`config.mk`:
```
export PLATFORM = sky130hd
export DESIGN_NAME = bitplane_group_test_encoder
export DESIGN_NICKNAME = d
export VERILOG_FILES = /design/src/rtl/bgte_pkg.sv /design/src/rtl/bgte_store.sv /design/src/rtl/bgte_packer.sv /design/src/rtl/bitplane_group_test_encoder.sv
export SDC_FILE = /design/constraint.sdc
export NUM_CORES = 2
export LEC_CHECK = 0
export CAP_MARGIN = 15
export CORE_ASPECT_RATIO = 1.25
export CORE_MARGIN = 2
export CORE_UTILIZATION = 33
export DETAILED_ROUTE_END_ITERATION = 8
export DONT_BUFFER_PORTS = 1
export PLACE_DENSITY_LB_ADDON = 0.15
export SYNTH_ARGS = -nofsm -noshare
export SYNTH_HDL_FRONTEND = slang
export SYNTH_HIERARCHICAL = 1
export SYNTH_SLANG_ARGS = --single-unit
export TNS_END_PERCENT = 10
```
`constraint.sdc`:
```
create_clock -name clk -period 9.2 [get_ports clk]
set_input_delay 1.84 -clock clk [delete_from_list [all_inputs] [get_ports clk]]
set_output_delay 1.84 -clock clk [all_outputs]
set_load 0.005 [all_outputs]
```
`src/rtl/bgte_pkg.sv`:
```
// shared constants and types for the bit-plane group-test encoder
`timescale 1ns / 1ps
`default_nettype none

package bgte_pkg;

	localparam int BLOCK_VALUES_DEF = 64;

	localparam int STORE_DEPTH = 64;
	localparam int STORE_AW    = 6;
	localparam int COEFF_W     = 64;
	localparam int PLANE_W     = 6;

	localparam int CHUNK_W  = 64;
	localparam int CHUNK_IW = 6;
	localparam int CNT_W    = 7;

	localparam logic OP_LOAD   = 1'b0;
	localparam logic OP_ENCODE = 1'b1;

	// sequencer to bit packer
	typedef struct packed {
		logic put;
		logic bit_val;
		logic flush;
		logic done;
	} pack_ctl_t;

endpackage

`default_nettype wire

```
`src/rtl/bgte_store.sv`:
```
// coefficient store: one write port, one registered read port
`timescale 1ns / 1ps
`default_nettype none

module bgte_store
	import bgte_pkg::*;
(
	input  wire logic                clk,
	input  wire logic                we,
	input  wire logic [STORE_AW-1:0] waddr,
	input  wire logic [COEFF_W-1:0]  wdata,
	input  wire logic [STORE_AW-1:0] raddr,
	output logic      [COEFF_W-1:0]  rdata_s1
);

	logic [COEFF_W-1:0] mem_q [STORE_DEPTH];

	always_ff @(posedge clk) begin
		if (we) begin
			mem_q[waddr] <= wdata;
		end
		rdata_s1 <= mem_q[raddr];
	end

endmodule

`default_nettype wire

```
`src/rtl/bgte_packer.sv`:
```
// packs the serial bit stream into 64-bit chunks and drives the result ports
`timescale 1ns / 1ps
`default_nettype none

module bgte_packer
	import bgte_pkg::*;
(
	input  wire logic               clk,
	input  wire logic               arst_n,
	input  wire pack_ctl_t          ctl,
	output logic                    chunk_valid,
	output logic      [CHUNK_W-1:0] chunk_bits,
	output logic      [CNT_W-1:0]   chunk_count,
	output logic                    last_chunk,
	output logic                    block_done
);

	logic [CHUNK_W-1:0] acc_q;
	logic [CNT_W-1:0]   cnt_q;
	logic               full;

	assign full = (cnt_q == CNT_W'(CHUNK_W));

	always_ff @(posedge clk or negedge arst_n) begin
		if (!arst_n) begin
			acc_q       <= '0;
			cnt_q       <= '0;
			chunk_valid <= 1'b0;
			chunk_bits  <= '0;
			chunk_count <= '0;
			last_chunk  <= 1'b0;
			block_done  <= 1'b0;
		end else begin
			chunk_valid <= 1'b0;
			if (ctl.put) begin
				if (full) begin
					// a further bit exists, so the full chunk is not the last one
					chunk_valid <= 1'b1;
					chunk_bits  <= acc_q;
					chunk_count <= cnt_q;
					last_chunk  <= 1'b0;
					block_done  <= ctl.done;
					acc_q       <= CHUNK_W'(ctl.bit_val);
					cnt_q       <= CNT_W'(1);
				end else begin
					acc_q <= acc_q | (CHUNK_W'(ctl.bit_val) << cnt_q[CHUNK_IW-1:0]);
					cnt_q <= cnt_q + CNT_W'(1);
				end
			end else if (ctl.flush) begin
				chunk_valid <= 1'b1;
				chunk_bits  <= acc_q;
				chunk_count <= cnt_q;
				last_chunk  <= 1'b1;
				block_done  <= ctl.done;
				acc_q       <= '0;
				cnt_q       <= '0;
			end
		end
	end

endmodule

`default_nettype wire

```
`src/rtl/bitplane_group_test_encoder.sv`:
```
// top level of the embedded bit-plane group-test encoder
`timescale 1ns / 1ps
`default_nettype none

// Encodes one bit plane of a block of BLOCK_VALUES unsigned 64-bit
// coefficients, embedded-coder style. A transfer with opcode load writes one
// coefficient into the store and clears the significance count N; busy
// stays low. A transfer with opcode encode gathers the
// chosen bit of every coefficient into a plane word, sends the first N bits
// verbatim, then group-test bits: a 1 if any bit remains at or above N
// (a 0 ends the plane) followed by unary run bits up to the next set bit,
// the last position being implied. Results come out as chunks of up to 64
// bits, first bit in bit 0, each on the result ports for exactly one cycle
// with chunk_valid high; the receiver cannot stall them. last_chunk marks
// the final chunk, an all-zero plane with N = 0 gives one chunk of a single
// 0 bit, and block_done (same on every chunk) says all positions are now
// significant. An encode keeps busy high while it gathers the plane word,
// one store read per cycle through the registered read port, while it
// sends the verbatim bits, through a hand-over step, while it sends the
// group-test and run bits, through the states that send nothing when the
// runs reach the end (the implied last position and the closing test), and
// through a flush step. An encode emits at most 2 * BLOCK_VALUES - 1 bits.
// The last chunk is strobed in the same cycle in which busy first reads low.
// Entries of the store that were never loaded read as unknown.

module bitplane_group_test_encoder
	import bgte_pkg::*;
#(
	parameter int BLOCK_VALUES = BLOCK_VALUES_DEF
) (
	input  wire logic               clk,
	input  wire logic               arst_n,
	input  wire logic               start,
	output logic                    busy,
	input  wire logic               opcode,
	input  wire logic [5:0]         coeff_index,
	input  wire logic [COEFF_W-1:0] coeff_value,
	input  wire logic [PLANE_W-1:0] plane,
	output logic                    chunk_valid,
	output logic      [CHUNK_W-1:0] chunk_bits,
	output logic      [CNT_W-1:0]   chunk_count,
	output logic                    last_chunk,
	output logic                    block_done
);

	// position counters must hold BLOCK_VALUES itself
	localparam int CW = $clog2(BLOCK_VALUES + 1);
	localparam logic [CW-1:0] BLK_CW  = CW'(BLOCK_VALUES);
	localparam logic [CW-1:0] LAST_CW = CW'(BLOCK_VALUES - 1);

	typedef enum logic [2:0] {
		ST_IDLE,
		ST_GATHER,
		ST_VERB,
		ST_TEST,
		ST_RUN,
		ST_FLUSH
	} state_t;

	state_t                    state_q;
	logic [CW-1:0]             gi_q;      // next store address to read
	logic                      vld_s1;    // store read data valid
	logic [PLANE_W-1:0]        plane_q;
	logic [BLOCK_VALUES-1:0]   x_q;       // plane word, shifted so bit 0 is position pos_q
	logic [CW-1:0]             pos_q;     // current position (running N)
	logic [CW-1:0]             n0_q;      // N at the start of the plane
	logic [CW-1:0]             count_q;   // significance count kept between planes
	logic                      done_q;
	logic [COEFF_W-1:0]        rdata_s1;
	logic                      load_we;
	pack_ctl_t                 pack_ctl;

	assign busy    = (state_q != ST_IDLE);
	assign load_we = start && !busy && (opcode == OP_LOAD);

	bgte_store u_store (
		.clk      (clk),
		.we       (load_we),
		.waddr    (coeff_index),
		.wdata    (coeff_value),
		.raddr    (STORE_AW'(gi_q)),
		.rdata_s1 (rdata_s1)
	);

	// bit emitted this cycle, straight from the sequencer state
	always_comb begin
		pack_ctl         = '0;
		pack_ctl.done    = done_q;
		pack_ctl.bit_val = x_q[0];
		unique case (state_q)
			ST_VERB: begin
				pack_ctl.put = (pos_q < n0_q);
			end
			ST_TEST: begin
				// group test: anything left at or above the current position
				pack_ctl.put     = (pos_q < BLK_CW);
				pack_ctl.bit_val = |x_q;
			end
			ST_RUN: begin
				// the last position is implied and never sent
				pack_ctl.put = (pos_q < LAST_CW);
			end
			ST_FLUSH: begin
				pack_ctl.flush = 1'b1;
			end
			default: begin
				pack_ctl.put = 1'b0;
			end
		endcase
	end

	always_ff @(posedge clk or negedge arst_n) begin
		if (!arst_n) begin
			state_q <= ST_IDLE;
			gi_q    <= '0;
			vld_s1  <= 1'b0;
			plane_q <= '0;
			x_q     <= '0;
			pos_q   <= '0;
			n0_q    <= '0;
			count_q <= '0;
			done_q  <= 1'b0;
		end else begin
			vld_s1 <= 1'b0;
			unique case (state_q)
				ST_IDLE: begin
					if (start) begin
						if (opcode == OP_LOAD) begin
							count_q <= '0;
						end else begin
							plane_q <= plane;
							n0_q    <= (count_q > BLK_CW) ? BLK_CW : count_q;
							gi_q    <= '0;
							x_q     <= '0;
							state_q <= ST_GATHER;
						end
					end
				end
				ST_GATHER: begin
					// coefficient i lands in bit i after all shifts
					if (vld_s1) begin
						x_q <= {rdata_s1[plane_q], x_q[BLOCK_VALUES-1:1]};
					end
					if (gi_q < BLK_CW) begin
						gi_q   <= gi_q + CW'(1);
						vld_s1 <= 1'b1;
					end else if (!vld_s1) begin
						pos_q   <= '0;
						// full already, or top position set so the runs reach the end
						done_q  <= (n0_q == BLK_CW) || x_q[BLOCK_VALUES-1];
						state_q <= ST_VERB;
					end
				end
				ST_VERB: begin
					if (pos_q < n0_q) begin
						x_q   <= {1'b0, x_q[BLOCK_VALUES-1:1]};
						pos_q <= pos_q + CW'(1);
					end else begin
						state_q <= ST_TEST;
					end
				end
				ST_TEST: begin
					if ((pos_q >= BLK_CW) || (x_q == '0)) begin
						state_q <= ST_FLUSH;
					end else begin
						state_q <= ST_RUN;
					end
				end
				ST_RUN: begin
					x_q   <= {1'b0, x_q[BLOCK_VALUES-1:1]};
					pos_q <= pos_q + CW'(1);
					if ((pos_q >= LAST_CW) || x_q[0]) begin
						state_q <= ST_TEST;
					end
				end
				ST_FLUSH: begin
					count_q <= pos_q;
					state_q <= ST_IDLE;
				end
				default: begin
					state_q <= ST_IDLE;
				end
			endcase
		end
	end

	bgte_packer u_packer (
		.clk         (clk),
		.arst_n      (arst_n),
		.ctl         (pack_ctl),
		.chunk_valid (chunk_valid),
		.chunk_bits  (chunk_bits),
		.chunk_count (chunk_count),
		.last_chunk  (last_chunk),
		.block_done  (block_done)
	);

endmodule

`default_nettype wire
```
==> summary.txt <==
RePlAce Congestion - 0.796
NumNets Final - 7760
Worst setup EP type - flop
Chip width - 640 um
Fillers - 45.7k
Root buffer cell - clkbuf_16
Critical Path RT - 9830 ps
Critical path class - flop to flop
Primary FF master, synth - edfxtp_1
Max-cap violations - 0
Row Count - 292
Synth Cell Area - 167000 um^2
Most frequent CP cell - buf_4
CTS tree - done
Layout cells sized above 1 - 25.8%
Crit-path leading delay family - simple AND/OR/NAND/NOR gates
CP max FO - 34
Largest net degree at the start of global routing - 249
DR iter-0 viols - 8511
P per Cell Area - 282 nW/um^2
Worst skew pair latency - 1050 ps
Final hold violation count - 0
Post-DP HPWL - 306 mm
Sequential share of the synthesized area - 78.1%
Wire per inst - 34.3 um
Antenna Nets Post-Route - 0
Area Growth Syn to Fin - 14.0%
Sink Count - 4408
Synth Warn # - 6
Maximum VDD drop - 213 uV
Max Slew Vio Count - 0
Max clock buf depth - 4
First-pass GRT wire length - 700 mm
Status - complete, no violations
CP Cell Sequence - or3_1 -> nor2_1 -> and2_1 -> nor2b_1 -> nand2_1 -> nor2_4 -> buf_4 -> buf_4
Synth Net Count - 7504
Final Hold Slack - 474 ps
Vias - 80.0k
DR vias/cell - 5.37
Postcts setup bufs - 0
#FFs+latches synth - 4408
Initial antenna violation count - 51
Num CTS Buffers - 441
Asr flop ratio synth - 5.63%
Drt first pass iters - 7
Mean post-synth cell area - 22.5 um^2
All-Layer GR Usage - 19.7%
Post-synth EDFFs - 4096
Die Area - 512000 um^2
DRC - 0
Worst stage delay on the critical path - 660 ps
Grt ovf - 0
RSZ-0062 raised after global routing - no
Lkg Pwr - 59.0 nW
Area of the placeable core - 505000 um^2
Clock period minus worst slack - 4900 ps
Drt total wl - 510 mm
# IOs - 155
Crit path DAT - 5540 ps
IO Port Bufs - 0
CTS Hold Bufs - 0
Worst-Margin Slew - 1180 ps
Post-CTS resize count - 0
Worst path slowest cell - buf_4
Clock skew - 59.8 ps
Final setup fails - 0
Setup crit start kind - flop
Buf/Inv on CP - 2
Slew HR - 20.8%
Power, Total - 53.8 mW
Height of the die - 799 um
Max H-tree Level - 5
Crit share post-route - 53.3%
Setup tns final - 0 ps
Syn Inst Count - 7413
Clk slew on worst S/H paths - 60 ps
Max Freq - 0.204 GHz
Cell variety after synth - 68
Vias in the first global route - 82.7k
Starting Density - 33.1%
Hold Crit Class - flop to flop
[power by group]
part	total [mW]	switching, mW	internal, mW
registers	22.6	0.399	22.2
logic	13.5	8.15	5.38
clock network	17.6	7.76	9.85
[cells in the mapped netlist (37+ instances only)]
cell,instances,area (um^2)
clkbuf_1,157,589
edfxtp_1,4096,123000
dfxtp_1,64,1280
a211oi_1,63,473
dfrtp_1,248,6210
o221ai_1,38,333
a22oi_1,168,1260
buf_2,193,966
o22ai_1,89,557
buf_4,37,278
mux2_2,43,484
and3_1,65,407
nor2_1,142,533
nand3_1,55,275
mux4_2,1042,23500
nand2_1,112,420
mux2i_1,144,1440
a22o_1,211,1850
[path summary, 6_finish.rpt]
path | startpoint | end | slack, ps | depth (start not counted)
worst max-delay path | state_q[1]$_DFFE_PN0P_ | u_store/mem_q[40][36]$_DFFE_PP_ | 4300 | 8
worst min-delay path | u_packer/acc_q[15]$_DFFE_PN0P_ | u_packer/acc_q[15]$_DFFE_PN0P_ | 470 | 1
worst max register to register | state_q[1]$_DFFE_PN0P_ | u_store/mem_q[40][36]$_DFFE_PP_ | 4300 | 8
worst min register to register | u_packer/acc_q[15]$_DFFE_PN0P_ | u_packer/acc_q[15]$_DFFE_PN0P_ | 470 | 1
max in group asynchronous | arst_n | gi_q[4]$_DFFE_PN0P_ | 8410 | 0
min in group asynchronous | arst_n | u_packer/chunk_bits[18]$_DFFE_PN0P_ | 490 | 0
[cells by family (layout without fill, tap and decap cells)]
family	after synthesis	count (layout)	share of synthesized area, %
fa+ha+maj	11	11	0.0824
mux	1254	1254	15.4
other cells	0	75	0
xor+xnor	4	4	0.0210
flops	4408	4408	78.1
buf+inv	456	1088	1.31
simple gates	572	572	1.74
compound gates	708	708	3.31
[cell usage in the layout (no fill, tap or decap), types with 13 or more instances in the layout]
cell type	count
edfxtp_1	4096
mux4_2	1042
clkbuf_16	449
dfrtp_1	243
a22o_1	211
buf_4	201
a22oi_1	168
mux2i_1	144
clkbuf_1	124
nand2_1	108
clkinv_1	93
o22ai_1	89
diode_2	75
nor2_1	75
clkinv_2	75
nor2_4	66
and3_1	65
dfxtp_1	64
a211oi_1	63
nand3_1	55
mux2_2	43
o221ai_1	38
inv_1	34
or2_2	34
buf_12	34
or3_1	33
nor2b_1	30
a41oi_1	28
bufinv_16	25
nand2b_1	23
mux2_4	23
clkbuf_8	22
a31oi_1	21
a2bb2oi_1	19
nor4_1	17
o21ai_0	14
a21oi_1	13
[layer usage]
layer  GRT usage, %  share of wire [%]  up-vias
li1               -                  -    32170
met2           34.8                 52     2410
met5              0             0.0024        -
met4           5.94                2.9        2
met1           25.0                 40    44795
met3           2.79                5.2      587
[final cells by class]
| class | instances | area [um^2] | area share, % |
|---|---|---|---|
| antenna | 75 | 188 | 0.0986 |
| clock buffer | 596 | 12000 | 6.31 |
| clock inverter | 223 | 1970 | 1.03 |
| inverter | 34 | 128 | 0.0670 |
| multi-input combinational | 2549 | 35000 | 18.4 |
| sequential | 4408 | 130000 | 68.5 |
| tap | 6762 | 8460 | 4.44 |
| timing repair buffer | 235 | 2190 | 1.15 |
[stage by stage]
| step | util (%) | std cells | worst slack (ps) | instance area [um^2] |
|---|---|---|---|---|
| floorplan | - | 7413 | 1900 | 167000 |
| global placement | 34.9 | 13987 | 3660 | 176000 |
| CTS | 37.7 | 14806 | 4320 | 190000 |
| finish | 37.7 | 14882 | 4300 | 190000 |
| detailed placement | 34.9 | 13987 | 3730 | 176000 |
| global route | 37.7 | 14863 | 4100 | 190000 |
[sequential cells by signal (all words and copies together), names as in the netlist, 3 cells and up]
register              flops
plane_q                   6
gi_q                      7
u_store/rdata_s1         64
pos_q                     7
u_packer/cnt_q            7
count_q                   7
u_packer/acc_q           64
u_store/mem_q          4096
x_q                      64
n0_q                      7
u_packer/chunk_count      7
u_packer/chunk_bits      64
state_q                   3
Power figures use the tool's default switching activity.
